## config.mk

```make
export PLATFORM = sky130hd
export DESIGN_NAME = timed_split_crossfade
export DESIGN_NICKNAME = d
export VERILOG_FILES = /design/src/rtl/tsc_pkg.sv /design/src/rtl/timed_split_crossfade.sv
export SDC_FILE = /design/constraint.sdc
export NUM_CORES = 1
export LEC_CHECK = 0
export BUFFER_PORTS_ARGS = -buffer_cell sky130_fd_sc_hd__buf_2
export CAP_MARGIN = 40
export CORE_MARGIN = 5
export CORE_UTILIZATION = 50
export CTS_BUF_LIST = sky130_fd_sc_hd__clkbuf_4 sky130_fd_sc_hd__clkbuf_8
export DETAILED_ROUTE_END_ITERATION = 10
export PLACE_DENSITY = 0.79
export SLEW_MARGIN = 20
export SYNTH_ARGS = -nofsm -noshare
export SYNTH_HDL_FRONTEND = slang
export SYNTH_SLANG_ARGS = --single-unit
export TNS_END_PERCENT = 20
```

## constraint.sdc

```tcl
create_clock -name clk -period 20.5 [get_ports clk]
set_input_delay 1.025 -clock clk [delete_from_list [all_inputs] [get_ports clk]]
set_output_delay 1.025 -clock clk [all_outputs]
set_load 0.03 [all_outputs]
```

## src/rtl/tsc_pkg.sv

```systemverilog
`timescale 1ns / 1ps
`default_nettype none
// ----------------------------------------------------------------------------
// tsc_pkg: shared types and constants of the timed split crossfader
// Item opcodes, register indexes, the microcode word and the control program.
// ----------------------------------------------------------------------------
package tsc_pkg;

	// Fade scale and counter width
	localparam logic [7:0] FULL_LEVEL = 8'd255;
	localparam int COUNT_WIDTH = 16;
	localparam logic [31:0] COUNT_MAX = 32'((64'd1 << COUNT_WIDTH) - 64'd1);

	// Divider datapath: numerator up to FULL*count, divisor shifted by up to 8
	localparam int DEN_W = 16;
	localparam int QUO_W = 9;
	localparam int DIV_W = (COUNT_WIDTH + 8 > DEN_W + QUO_W) ? COUNT_WIDTH + 8 : DEN_W + QUO_W;
	localparam int DCNT_W = 4;

	// Configuration register indexes
	localparam logic [1:0] REG_DELAY_IN = 2'd0;
	localparam logic [1:0] REG_DELAY_OUT = 2'd1;
	localparam logic [1:0] REG_FADE_IN = 2'd2;
	localparam logic [1:0] REG_FADE_OUT = 2'd3;

	// Item opcodes
	localparam logic [2:0] OP_TICK = 3'd0;
	localparam logic [2:0] OP_CHAN = 3'd1;
	localparam logic [2:0] OP_START = 3'd2;
	localparam logic [2:0] OP_SET_X = 3'd3;
	localparam logic [2:0] OP_SET_Y = 3'd4;

	// Datapath micro-operations
	typedef enum logic [4:0] {
		UOP_NOP,
		UOP_TICK,
		UOP_LDX,
		UOP_LDY,
		UOP_DIV,
		UOP_WRX,
		UOP_WRY,
		UOP_DONE,
		UOP_LDCX,
		UOP_SVX,
		UOP_LDCY,
		UOP_CHFIN,
		UOP_CHTGT,
		UOP_START,
		UOP_SETX,
		UOP_SETY,
		UOP_EMIT
	} uop_t;

	// Sequencer branch conditions
	typedef enum logic [2:0] {
		COND_NEXT,
		COND_JUMP,
		COND_OUT_IDLE,
		COND_IN_IDLE,
		COND_DIV_BUSY,
		COND_NOFADE,
		COND_END
	} cond_t;

	typedef logic [4:0] upc_t;

	typedef struct packed {
		uop_t  uop;
		cond_t cond;
		upc_t  target;
	} ucode_t;

	// Program entry points
	localparam upc_t PC_TICK = 5'd0;
	localparam upc_t PC_CHAN = 5'd9;
	localparam upc_t PC_START = 5'd17;
	localparam upc_t PC_SETX = 5'd19;
	localparam upc_t PC_SETY = 5'd21;
	localparam upc_t PC_IDLE_OP = 5'd23;

	function automatic upc_t entry_pc(input logic [2:0] op);
		upc_t pc;
		unique case (op)
			OP_TICK:  pc = PC_TICK;
			OP_CHAN:  pc = PC_CHAN;
			OP_START: pc = PC_START;
			OP_SET_X: pc = PC_SETX;
			OP_SET_Y: pc = PC_SETY;
			default:  pc = PC_IDLE_OP;
		endcase
		return pc;
	endfunction

	// Control store
	function automatic ucode_t ucode_rom(input upc_t pc);
		ucode_t w;
		unique case (pc)
			// tick: count delays, fade X, fade Y, test completion
			5'd0:    w = '{UOP_TICK,  COND_NEXT,     5'd0};
			5'd1:    w = '{UOP_LDX,   COND_OUT_IDLE, 5'd4};
			5'd2:    w = '{UOP_DIV,   COND_DIV_BUSY, 5'd2};
			5'd3:    w = '{UOP_WRX,   COND_NEXT,     5'd0};
			5'd4:    w = '{UOP_LDY,   COND_IN_IDLE,  5'd7};
			5'd5:    w = '{UOP_DIV,   COND_DIV_BUSY, 5'd5};
			5'd6:    w = '{UOP_WRY,   COND_NEXT,     5'd0};
			5'd7:    w = '{UOP_DONE,  COND_NEXT,     5'd0};
			5'd8:    w = '{UOP_EMIT,  COND_END,      5'd0};
			// channel: scale by X, scale by Y, take the larger
			5'd9:    w = '{UOP_LDCX,  COND_NOFADE,   5'd15};
			5'd10:   w = '{UOP_DIV,   COND_DIV_BUSY, 5'd10};
			5'd11:   w = '{UOP_SVX,   COND_NEXT,     5'd0};
			5'd12:   w = '{UOP_LDCY,  COND_NEXT,     5'd0};
			5'd13:   w = '{UOP_DIV,   COND_DIV_BUSY, 5'd13};
			5'd14:   w = '{UOP_CHFIN, COND_JUMP,     5'd16};
			5'd15:   w = '{UOP_CHTGT, COND_NEXT,     5'd0};
			5'd16:   w = '{UOP_EMIT,  COND_END,      5'd0};
			// start, manual levels, unused opcodes
			5'd17:   w = '{UOP_START, COND_NEXT,     5'd0};
			5'd18:   w = '{UOP_EMIT,  COND_END,      5'd0};
			5'd19:   w = '{UOP_SETX,  COND_NEXT,     5'd0};
			5'd20:   w = '{UOP_EMIT,  COND_END,      5'd0};
			5'd21:   w = '{UOP_SETY,  COND_NEXT,     5'd0};
			5'd22:   w = '{UOP_EMIT,  COND_END,      5'd0};
			default: w = '{UOP_EMIT,  COND_END,      5'd0};
		endcase
		return w;
	endfunction

	// Load a counter from a 16-bit register, saturating to the counter range
	function automatic logic [COUNT_WIDTH-1:0] sat_count(input logic [15:0] v);
		logic [31:0] w;
		w = 32'(v);
		return (w > COUNT_MAX) ? COUNT_MAX[COUNT_WIDTH-1:0] : w[COUNT_WIDTH-1:0];
	endfunction

endpackage
`default_nettype wire

```

## src/rtl/timed_split_crossfade.sv

```systemverilog
`timescale 1ns / 1ps
`default_nettype none
// ----------------------------------------------------------------------------
// timed_split_crossfade: two-scene crossfader with split delay and fade times
//
// Channel   Signals                                   Direction
// in        in_valid/in_ready, opcode..no_fade        item into the fader
// out       out_valid/out_ready, channel_value..      one result per item
// cfg       psel/penable/pwrite/paddr/pwdata/prdata   register access, APB
//
// One item is processed at a time by a microcoded sequencer over a shared
// 9-step restoring divider. A tick runs one division for each fade that
// runs, a channel item runs two (none when it snaps to target); other items
// run none. Reset clears levels, counters and the finished flag; registers
// return to their defaults. A stalled result holds in the output register;
// the next item is still accepted and waits at its last step for the output
// to free up.
// ----------------------------------------------------------------------------
module timed_split_crossfade (
	input  wire         clk,
	input  wire         arst_n,
	// item channel
	input  wire         in_valid,
	output logic        in_ready,
	input  wire  [2:0]  opcode,
	input  wire  [7:0]  level,
	input  wire  [7:0]  chan_min,
	input  wire  signed [8:0] delta_x,
	input  wire  signed [8:0] delta_y,
	input  wire  [7:0]  target,
	input  wire         no_fade,
	// result channel
	output logic        out_valid,
	input  wire         out_ready,
	output logic [7:0]  channel_value,
	output logic [7:0]  level_x_out,
	output logic [7:0]  level_y_out,
	output logic        finished,
	output logic        release_res,
	// configuration port
	input  wire         psel,
	input  wire         penable,
	input  wire         pwrite,
	input  wire  [3:0]  paddr,
	input  wire  [31:0] pwdata,
	output logic [31:0] prdata,
	output logic        pready
);

	localparam int CW = tsc_pkg::COUNT_WIDTH;
	localparam int DW = tsc_pkg::DIV_W;
	localparam int QW = tsc_pkg::QUO_W;

	// Configuration registers
	logic [15:0] cfg_delay_in_q, cfg_delay_out_q, cfg_fade_in_q, cfg_fade_out_q;

	// Captured item
	logic [7:0]        level_q, min_q, tgt_q;
	logic signed [8:0] dx_q, dy_q;
	logic              nofade_q;

	// Fader state
	logic [7:0]    x_q, y_q;
	logic [CW-1:0] in_dly_q, out_dly_q, in_fade_q, out_fade_q;
	logic          done_q, in_run_q, out_run_q;
	logic [7:0]    chan_q;
	logic          rel_q;
	logic signed [10:0] vx_q;

	// Divider
	logic [DW-1:0]                  div_rem_q, div_den_q;
	logic [QW-1:0]                  div_quo_q;
	logic [tsc_pkg::DCNT_W-1:0]     div_cnt_q;
	logic                           div_zero_q, div_sat_q, div_neg_q;

	// Sequencer
	logic            busy_q;
	tsc_pkg::upc_t   pc_q;
	tsc_pkg::ucode_t uw;
	tsc_pkg::uop_t   uop;
	logic            take_in, emit_go, jump;

	// Output register
	logic       out_valid_q;
	logic [7:0] out_chan_q, out_x_q, out_y_q;
	logic       out_fin_q, out_rel_q;

	// ---------------------------------------------------------------------
	// Configuration port
	// ---------------------------------------------------------------------
	logic cfg_wr;
	assign pready = 1'b1;
	assign cfg_wr = psel && penable && pwrite;

	always_ff @(posedge clk or negedge arst_n) begin
		if (!arst_n) begin
			cfg_delay_in_q <= 16'd0;
			cfg_delay_out_q <= 16'd0;
			cfg_fade_in_q <= 16'd1;
			cfg_fade_out_q <= 16'd1;
		end else if (cfg_wr) begin
			unique case (paddr[3:2])
				tsc_pkg::REG_DELAY_IN:  cfg_delay_in_q <= pwdata[15:0];
				tsc_pkg::REG_DELAY_OUT: cfg_delay_out_q <= pwdata[15:0];
				tsc_pkg::REG_FADE_IN:   cfg_fade_in_q <= pwdata[15:0];
				tsc_pkg::REG_FADE_OUT:  cfg_fade_out_q <= pwdata[15:0];
			endcase
		end
	end

	always_comb begin
		unique case (paddr[3:2])
			tsc_pkg::REG_DELAY_IN:  prdata = {16'd0, cfg_delay_in_q};
			tsc_pkg::REG_DELAY_OUT: prdata = {16'd0, cfg_delay_out_q};
			tsc_pkg::REG_FADE_IN:   prdata = {16'd0, cfg_fade_in_q};
			tsc_pkg::REG_FADE_OUT:  prdata = {16'd0, cfg_fade_out_q};
		endcase
	end

	// ---------------------------------------------------------------------
	// Sequencer: fetch control word, branch, hand off the result
	// ---------------------------------------------------------------------
	assign in_ready = !busy_q;
	assign take_in = in_valid && in_ready;
	assign uw = tsc_pkg::ucode_rom(pc_q);
	assign uop = busy_q ? uw.uop : tsc_pkg::UOP_NOP;
	assign emit_go = busy_q && (uw.uop == tsc_pkg::UOP_EMIT) && (!out_valid_q || out_ready);

	always_comb begin
		unique case (uw.cond)
			tsc_pkg::COND_NEXT:     jump = 1'b0;
			tsc_pkg::COND_JUMP:     jump = 1'b1;
			tsc_pkg::COND_OUT_IDLE: jump = !out_run_q;
			tsc_pkg::COND_IN_IDLE:  jump = !in_run_q;
			tsc_pkg::COND_DIV_BUSY: jump = (div_cnt_q != '0);
			tsc_pkg::COND_NOFADE:   jump = nofade_q;
			tsc_pkg::COND_END:      jump = 1'b0;
			default:                jump = 1'b0;
		endcase
	end

	always_ff @(posedge clk or negedge arst_n) begin
		if (!arst_n) begin
			busy_q <= 1'b0;
			pc_q <= '0;
		end else if (take_in) begin
			busy_q <= 1'b1;
			pc_q <= tsc_pkg::entry_pc(opcode);
		end else if (busy_q) begin
			if (uw.cond == tsc_pkg::COND_END) begin
				// hold at the last step until the output register frees up
				if (emit_go) begin
					busy_q <= 1'b0;
				end
			end else if (jump) begin
				pc_q <= uw.target;
			end else begin
				pc_q <= pc_q + 5'd1;
			end
		end
	end

	// Capture the item fields
	always_ff @(posedge clk) begin
		if (take_in) begin
			level_q <= level;
			min_q <= chan_min;
			dx_q <= delta_x;
			dy_q <= delta_y;
			tgt_q <= target;
			nofade_q <= no_fade;
		end
	end

	// ---------------------------------------------------------------------
	// Shared divider: numerator/denominator selection and restoring steps
	// ---------------------------------------------------------------------
	logic [8:0]    mag_x, mag_y;
	logic [DW-1:0] ld_num;
	logic [15:0]   ld_den;
	logic          ld_neg, ld_go;
	logic [QW-1:0] q9;
	logic [7:0]    ratio8;
	logic          div_ge;

	assign mag_x = dx_q[8] ? (~dx_q + 9'd1) : dx_q;
	assign mag_y = dy_q[8] ? (~dy_q + 9'd1) : dy_q;

	always_comb begin
		ld_go = 1'b1;
		ld_neg = 1'b0;
		ld_num = '0;
		ld_den = 16'd0;
		unique case (uop)
			tsc_pkg::UOP_LDX: begin
				ld_num = DW'(out_fade_q) * DW'(tsc_pkg::FULL_LEVEL);
				ld_den = cfg_fade_out_q;
			end
			tsc_pkg::UOP_LDY: begin
				ld_num = DW'(in_fade_q) * DW'(tsc_pkg::FULL_LEVEL);
				ld_den = cfg_fade_in_q;
			end
			tsc_pkg::UOP_LDCX: begin
				ld_num = DW'(mag_x) * DW'(x_q);
				ld_den = 16'(tsc_pkg::FULL_LEVEL);
				ld_neg = dx_q[8];
			end
			tsc_pkg::UOP_LDCY: begin
				ld_num = DW'(mag_y) * DW'(y_q);
				ld_den = 16'(tsc_pkg::FULL_LEVEL);
				ld_neg = dy_q[8];
			end
			default: ld_go = 1'b0;
		endcase
	end

	assign div_ge = (div_rem_q >= div_den_q);

	always_ff @(posedge clk) begin
		if (ld_go) begin
			div_rem_q <= ld_num;
			div_den_q <= DW'(ld_den) << (QW - 1);
			div_quo_q <= '0;
			div_cnt_q <= tsc_pkg::DCNT_W'(QW - 1);
			div_zero_q <= (ld_den == 16'd0);
			div_sat_q <= (ld_num >= (DW'(ld_den) << QW));
			div_neg_q <= ld_neg;
		end else if (uop == tsc_pkg::UOP_DIV) begin
			if (div_ge) begin
				div_rem_q <= div_rem_q - div_den_q;
			end
			div_quo_q <= {div_quo_q[QW-2:0], div_ge};
			div_den_q <= div_den_q >> 1;
			div_cnt_q <= div_cnt_q - 1'b1;
		end
	end

	// Quotient with divide-by-zero and overflow handling, fade ratio capped
	assign q9 = div_zero_q ? '0 : (div_sat_q ? '1 : div_quo_q);
	assign ratio8 = (q9 > QW'(tsc_pkg::FULL_LEVEL)) ? tsc_pkg::FULL_LEVEL : q9[7:0];

	// ---------------------------------------------------------------------
	// Channel arithmetic: signed quotient added to the channel base
	// ---------------------------------------------------------------------
	logic signed [10:0] qs, vsum, vmax;
	logic [7:0]         vsat;

	assign qs = div_neg_q ? -$signed({2'b00, q9}) : $signed({2'b00, q9});
	assign vsum = $signed({3'b000, min_q}) + qs;
	assign vmax = (vx_q > vsum) ? vx_q : vsum;
	always_comb begin
		priority if (vmax < 11'sd0) begin
			vsat = 8'd0;
		end else if (vmax > 11'sd255) begin
			vsat = 8'd255;
		end else begin
			vsat = vmax[7:0];
		end
	end

	// ---------------------------------------------------------------------
	// Fader state updates
	// ---------------------------------------------------------------------
	logic [CW-1:0] in_dly_nx, out_dly_nx;
	logic          in_run_nx, out_run_nx;

	assign in_dly_nx = (in_dly_q != '0) ? in_dly_q - 1'b1 : in_dly_q;
	assign out_dly_nx = (out_dly_q != '0) ? out_dly_q - 1'b1 : out_dly_q;
	assign in_run_nx = (in_dly_nx == '0) && (in_fade_q != '0);
	assign out_run_nx = (out_dly_nx == '0) && (out_fade_q != '0);

	always_ff @(posedge clk or negedge arst_n) begin
		if (!arst_n) begin
			x_q <= 8'd0;
			y_q <= 8'd0;
			in_dly_q <= '0;
			out_dly_q <= '0;
			in_fade_q <= '0;
			out_fade_q <= '0;
			done_q <= 1'b0;
			in_run_q <= 1'b0;
			out_run_q <= 1'b0;
			chan_q <= 8'd0;
			rel_q <= 1'b0;
			vx_q <= '0;
		end else if (take_in) begin
			// non-channel items report zero channel fields
			chan_q <= 8'd0;
			rel_q <= 1'b0;
		end else begin
			unique case (uop)
				tsc_pkg::UOP_TICK: begin
					in_dly_q <= in_dly_nx;
					out_dly_q <= out_dly_nx;
					in_run_q <= in_run_nx;
					out_run_q <= out_run_nx;
					if (in_run_nx) begin
						in_fade_q <= in_fade_q - 1'b1;
					end
					if (out_run_nx) begin
						out_fade_q <= out_fade_q - 1'b1;
					end
				end
				tsc_pkg::UOP_WRX: x_q <= ratio8;
				tsc_pkg::UOP_WRY: y_q <= tsc_pkg::FULL_LEVEL - ratio8;
				tsc_pkg::UOP_DONE: begin
					if (x_q == 8'd0 && y_q == tsc_pkg::FULL_LEVEL) begin
						done_q <= 1'b1;
					end
				end
				tsc_pkg::UOP_SVX: vx_q <= vsum;
				tsc_pkg::UOP_CHFIN: begin
					chan_q <= vsat;
					rel_q <= done_q;
				end
				tsc_pkg::UOP_CHTGT: begin
					chan_q <= tgt_q;
					rel_q <= done_q;
				end
				tsc_pkg::UOP_START: begin
					in_dly_q <= tsc_pkg::sat_count(cfg_delay_in_q);
					out_dly_q <= tsc_pkg::sat_count(cfg_delay_out_q);
					in_fade_q <= tsc_pkg::sat_count(cfg_fade_in_q);
					out_fade_q <= tsc_pkg::sat_count(cfg_fade_out_q);
					done_q <= 1'b0;
				end
				tsc_pkg::UOP_SETX: x_q <= level_q;
				tsc_pkg::UOP_SETY: y_q <= level_q;
				default: begin
				end
			endcase
		end
	end

	// ---------------------------------------------------------------------
	// Output register
	// ---------------------------------------------------------------------
	always_ff @(posedge clk or negedge arst_n) begin
		if (!arst_n) begin
			out_valid_q <= 1'b0;
		end else if (emit_go) begin
			out_valid_q <= 1'b1;
		end else if (out_ready) begin
			out_valid_q <= 1'b0;
		end
	end

	always_ff @(posedge clk) begin
		if (emit_go) begin
			out_chan_q <= chan_q;
			out_x_q <= x_q;
			out_y_q <= y_q;
			out_fin_q <= done_q;
			out_rel_q <= rel_q;
		end
	end

	assign out_valid = out_valid_q;
	assign channel_value = out_chan_q;
	assign level_x_out = out_x_q;
	assign level_y_out = out_y_q;
	assign finished = out_fin_q;
	assign release_res = out_rel_q;

endmodule
`default_nettype wire

```

==> PnR_summary.wiki <==
{| class="wikitable"
! Metric !! Value
|-
| Hpwl dp || 55300 um
|-
| CP max-delay cell || sky130_fd_sc_hd__mux2i_1
|-
| Most used flip-flop cell after synthesis || sky130_fd_sc_hd__dfrtp_1
|-
| Grt ovf || 0
|-
| Avg Cell Area, Syn || 9.76 um^2
|-
| Startpoint types || flop
|-
| Instance count of the mapped netlist || 2930
|-
| # hold bufs at CTS || 0
|-
| Final core area utilization || 55.4%
|-
| Share of synthesized area occupied by flip-flops and latches || 28.6%
|-
| Number of antenna-violating nets in the routed design || 0
|-
| Top cell types by occurrence after synthesis || sky130_fd_sc_hd__inv_1 (357), sky130_fd_sc_hd__ha_1 (270), sky130_fd_sc_hd__fa_1 (226), sky130_fd_sc_hd__nand2_1 (202), sky130_fd_sc_hd__o21ai_0 (191)
|-
| Count of flip-flops with a built-in enable after synthesis || 113
|-
| Die Ht || 249 um
|-
| Antenna violations before repair || 1
|-
| Global-route wire length before repair || 116000 um
|-
| Cell type group with the largest total delay on the critical path || adder cells
|-
| Outcome || complete, no violations
|-
| Max Buffers Root-to-Sink || 3
|-
| Library cell occupying the most area in the post-synthesis netlist || sky130_fd_sc_hd__fa_1
|-
| Num rows || 87
|-
| Drt first pass iters || 6
|-
| Cell with the most instances after synthesis || sky130_fd_sc_hd__inv_1
|-
| Clock tree from TritonCTS || built
|-
| Total number of nets in the final design || 3618
|-
| Flop and latch count out of synthesis || 308
|-
| Max Transition Viols Final || 0
|-
| Slew of the pin with the lowest slew margin || 0.926 ns
|-
| H-tree depth reported by CTS || 2
|-
| Number of CTS-inserted buffers || 54
|-
| Horizontal extent of the die || 249 um
|-
| Most frequent cell on the critical path || sky130_fd_sc_hd__fa_1
|-
| CTS clock-pin slew for the worst setup and hold paths || 0.07 ns
|-
| Largest cells by area after synthesis || sky130_fd_sc_hd__fa_1 (16%), sky130_fd_sc_hd__dfrtp_1 (15%), sky130_fd_sc_hd__edfxtp_1 (12%), sky130_fd_sc_hd__ha_1 (12%), sky130_fd_sc_hd__inv_1 (4.7%)
|-
| Number of maximum-capacitance violations || 0
|-
| Setup repair after global routing missed its margin || no
|-
| Count of input and output buffers || 114
|-
| Category of the worst setup path capture point || flop
|-
| Core area || 56500 um^2
|-
| HP Class || primary input to async pin
|-
| Number of buffers inserted by post-CTS setup repair || 0
|-
| Post-synth design cell area || 28600 um^2
|-
| Proportion of layout cells with a drive suffix above 1 || 11.6%
|-
| Time the final worst path needs with I/O delays and setup || 8.05 ns
|-
| Initial cell density of the core || 50.6%
|-
| Crit Path Class || flop to flop
|-
| Share of the clock period used by the worst path || 39.3%
|-
| Number of global-route vias before repair || 21.9k
|-
| Data arrival at the endpoint of the critical path || 8.57 ns
|-
| Worst EP required || 21.01 ns
|-
| Post-detailed-routing wire length || 72000 um
|-
| Maximum achievable frequency || 0.124 GHz
|-
| Number of different library cells in the post-synthesis netlist || 88
|-
| Number of warnings reported in the yosys synthesis log || 0
|-
| Final hold violation count || 0
|-
| Pin count of the biggest net entering global routing || 138
|-
| Number of vias in the routed layout || 22.0k
|-
| Detailed-route vias per instance || 5.75
|-
| Die area || 62100 um^2
|-
| Skew final || 0.0311 ns
|-
| Clock network latency to the later pin of the worst-skew pair || 0.67 ns
|-
| Area delta synth->final || 9.34%
|-
| Final-layout fill cell count || 4815
|-
| Delay of the slowest cell on the worst path || 0.64 ns
|-
| Share of synthesized flip-flops with an asynchronous set or reset || 56.5%
|-
| Initial DRC count || 1722
|-
| CTS Sinks || 308
|-
| Relative slew slack || 38.2%
|-
| Number of top-level design ports || 150
|-
| CTS Root Cell || sky130_fd_sc_hd__clkbuf_8
|-
| Per-cell routed wire length || 18.8 um
|-
| Fraction of synthesized cell area taken by the top area cell type || 15.8%
|-
| Global-route total usage across every layer || 22.7%
|-
| Critical path buffers and inverters || 3
|-
| Post-route setup TNS || 0 ns
|-
| Final setup violating endpoints || 0
|-
| Register area || 8170 um^2
|-
| Resized cells post-CTS || 0
|-
| DRC errors left || 0
|-
| Global placement routability congestion || 0.946
|-
| Critical path fanouts, max || 10
|-
| Combined area of the multi-input logic cells || 18700 um^2
|}
-- metal layers --
| metal | vias to the layer above | part of all wire (%) | track usage (%) |
|---|---|---|---|
| li1 | 10300 | - | - |
| met1 | 10800 | 42 | 30.2 |
| met2 | 775 | 48 | 38.5 |
| met3 | 142 | 6.8 | 3.61 |
| met4 | 0 | 3.2 | 6.77 |
| met5 | - | 0 | 0 |
-- area by class of cell --
cell class	instances	share of cell area, %
Antenna cell	1	0.00800
Clock buffer	77	3.11
Clock inverter	25	1.08
Inverter	358	4.30
Multi-Input combinational cell	2169	59.6
Sequential cell	308	26.1
Tap cell	756	3.02
Timing Repair Buffer	142	2.72
-- placed cells by master (no fill, tap or decap), drive strengths merged, types with 17 or more instances in the layout --
cell / synthesis / layout
inv: 357 / 357
ha: 270 / 270
fa: 226 / 226
nand2: 202 / 202
o21ai: 198 / 198
dfrtp: 172 / 172
buf: 32 / 142
nor2: 132 / 132
a21oi: 128 / 128
nor2b: 117 / 117
edfxtp: 113 / 113
xnor2: 103 / 103
clkbuf: 78 / 77
mux2: 69 / 69
nand3: 67 / 67
a21o: 62 / 62
xor2: 58 / 58
nor3: 43 / 43
nand2b: 41 / 41
and2: 32 / 32
a31oi: 27 / 27
nand4: 25 / 25
a22oi: 24 / 24
a221oi: 23 / 23
and3: 21 / 21
dfxtp: 21 / 21
a211oi: 19 / 19
clkinv: 1 / 18
o21bai: 17 / 17
conb: 2 / 17
-- final timing paths --
path                       slack [ns]  depth (start not counted)         startpoint                        end
max                             12.45                         26  dx_q[0]$_DFFE_PP_        div_sat_q$_DFFE_PN_
min                              0.29                          1             arst_n         x_q[6]$_DFFE_PN0P_
max reg2reg                     12.45                         26  dx_q[0]$_DFFE_PP_        div_sat_q$_DFFE_PN_
min reg2reg                      0.46                          0  rel_q$_DFFE_PN0P_      release_res$_DFFE_PP_
max in group asynchronous       19.02                          2             arst_n  out_fade_q[2]$_DFFE_PN0P_
min in group clk                 0.46                          0  rel_q$_DFFE_PN0P_      release_res$_DFFE_PP_
-- per-stage QoR --
step / instances / instance area [um^2] / setup WS [ns] / hold slack (ns)
2_1_floorplan: 2945 / 28700 / 13.73 / 0.425
3_3_place_gp: 3725 / 29900 / 12.64 / 0.440
3_5_place_dp: 3730 / 29900 / 12.51 / 0.444
4_1_cts: 3832 / 31200 / 12.50 / 0.253
5_1_grt: 3835 / 31300 / 11.99 / 0.291
6_report: 3836 / 31300 / 12.45 / 0.291
-- worst register-to-register path, stage by stage (launching register included) --
cell and delay (ns):
sky130_fd_sc_hd__edfxtp_1 0.56, sky130_fd_sc_hd__inv_1 0.12, sky130_fd_sc_hd__ha_1 0.31, sky130_fd_sc_hd__mux2i_1 0.64, sky130_fd_sc_hd__nor2b_1 0.19, sky130_fd_sc_hd__fa_1 0.49
sky130_fd_sc_hd__fa_1 0.55, sky130_fd_sc_hd__inv_1 0.05, sky130_fd_sc_hd__fa_1 0.50, sky130_fd_sc_hd__fa_1 0.56, sky130_fd_sc_hd__inv_1 0.04, sky130_fd_sc_hd__ha_1 0.32
sky130_fd_sc_hd__o21a_1 0.14, sky130_fd_sc_hd__a21o_1 0.19, sky130_fd_sc_hd__o31a_1 0.25, sky130_fd_sc_hd__o41a_1 0.36, sky130_fd_sc_hd__a41oi_1 0.33, sky130_fd_sc_hd__nor2_1 0.08
sky130_fd_sc_hd__a21oi_1 0.29, sky130_fd_sc_hd__o21ai_0 0.18, sky130_fd_sc_hd__a21o_1 0.20, sky130_fd_sc_hd__ha_1 0.31, sky130_fd_sc_hd__nand3_1 0.13, sky130_fd_sc_hd__nor3_1 0.31
sky130_fd_sc_hd__nand3_1 0.10, sky130_fd_sc_hd__or4_1 0.52, sky130_fd_sc_hd__a21oi_1 0.21
-- flip-flops by register name, indices dropped and copies added, names as in the netlist, 11 cells and up --
signal,flops
out_dly_q,16
div_rem_q,25
cfg_delay_in_q,16
cfg_fade_out_q,16
out_fade_q,16
cfg_delay_out_q,16
div_den_q,24
vx_q,11
in_fade_q,16
in_dly_q,16
cfg_fade_in_q,16
-- cell families (layout without fill, tap and decap cells) --
logic type	count (synthesis)	count (layout)	synth area share [%]
AOI/OAI and AO/OA	635	635	14.3
xor gates and xnor gates	161	161	4.93
adders and majority gates	496	496	27.6
buffers and inverters	468	602	6.53
DFF	308	308	28.6
muxes	100	100	4.50
other	2	18	0.0263
and+or+nand+nor	760	760	13.6
Power is left out: the tool's default activity adds up to more than one toggle a clock period on the data nets, which glitch-free logic cannot reach.
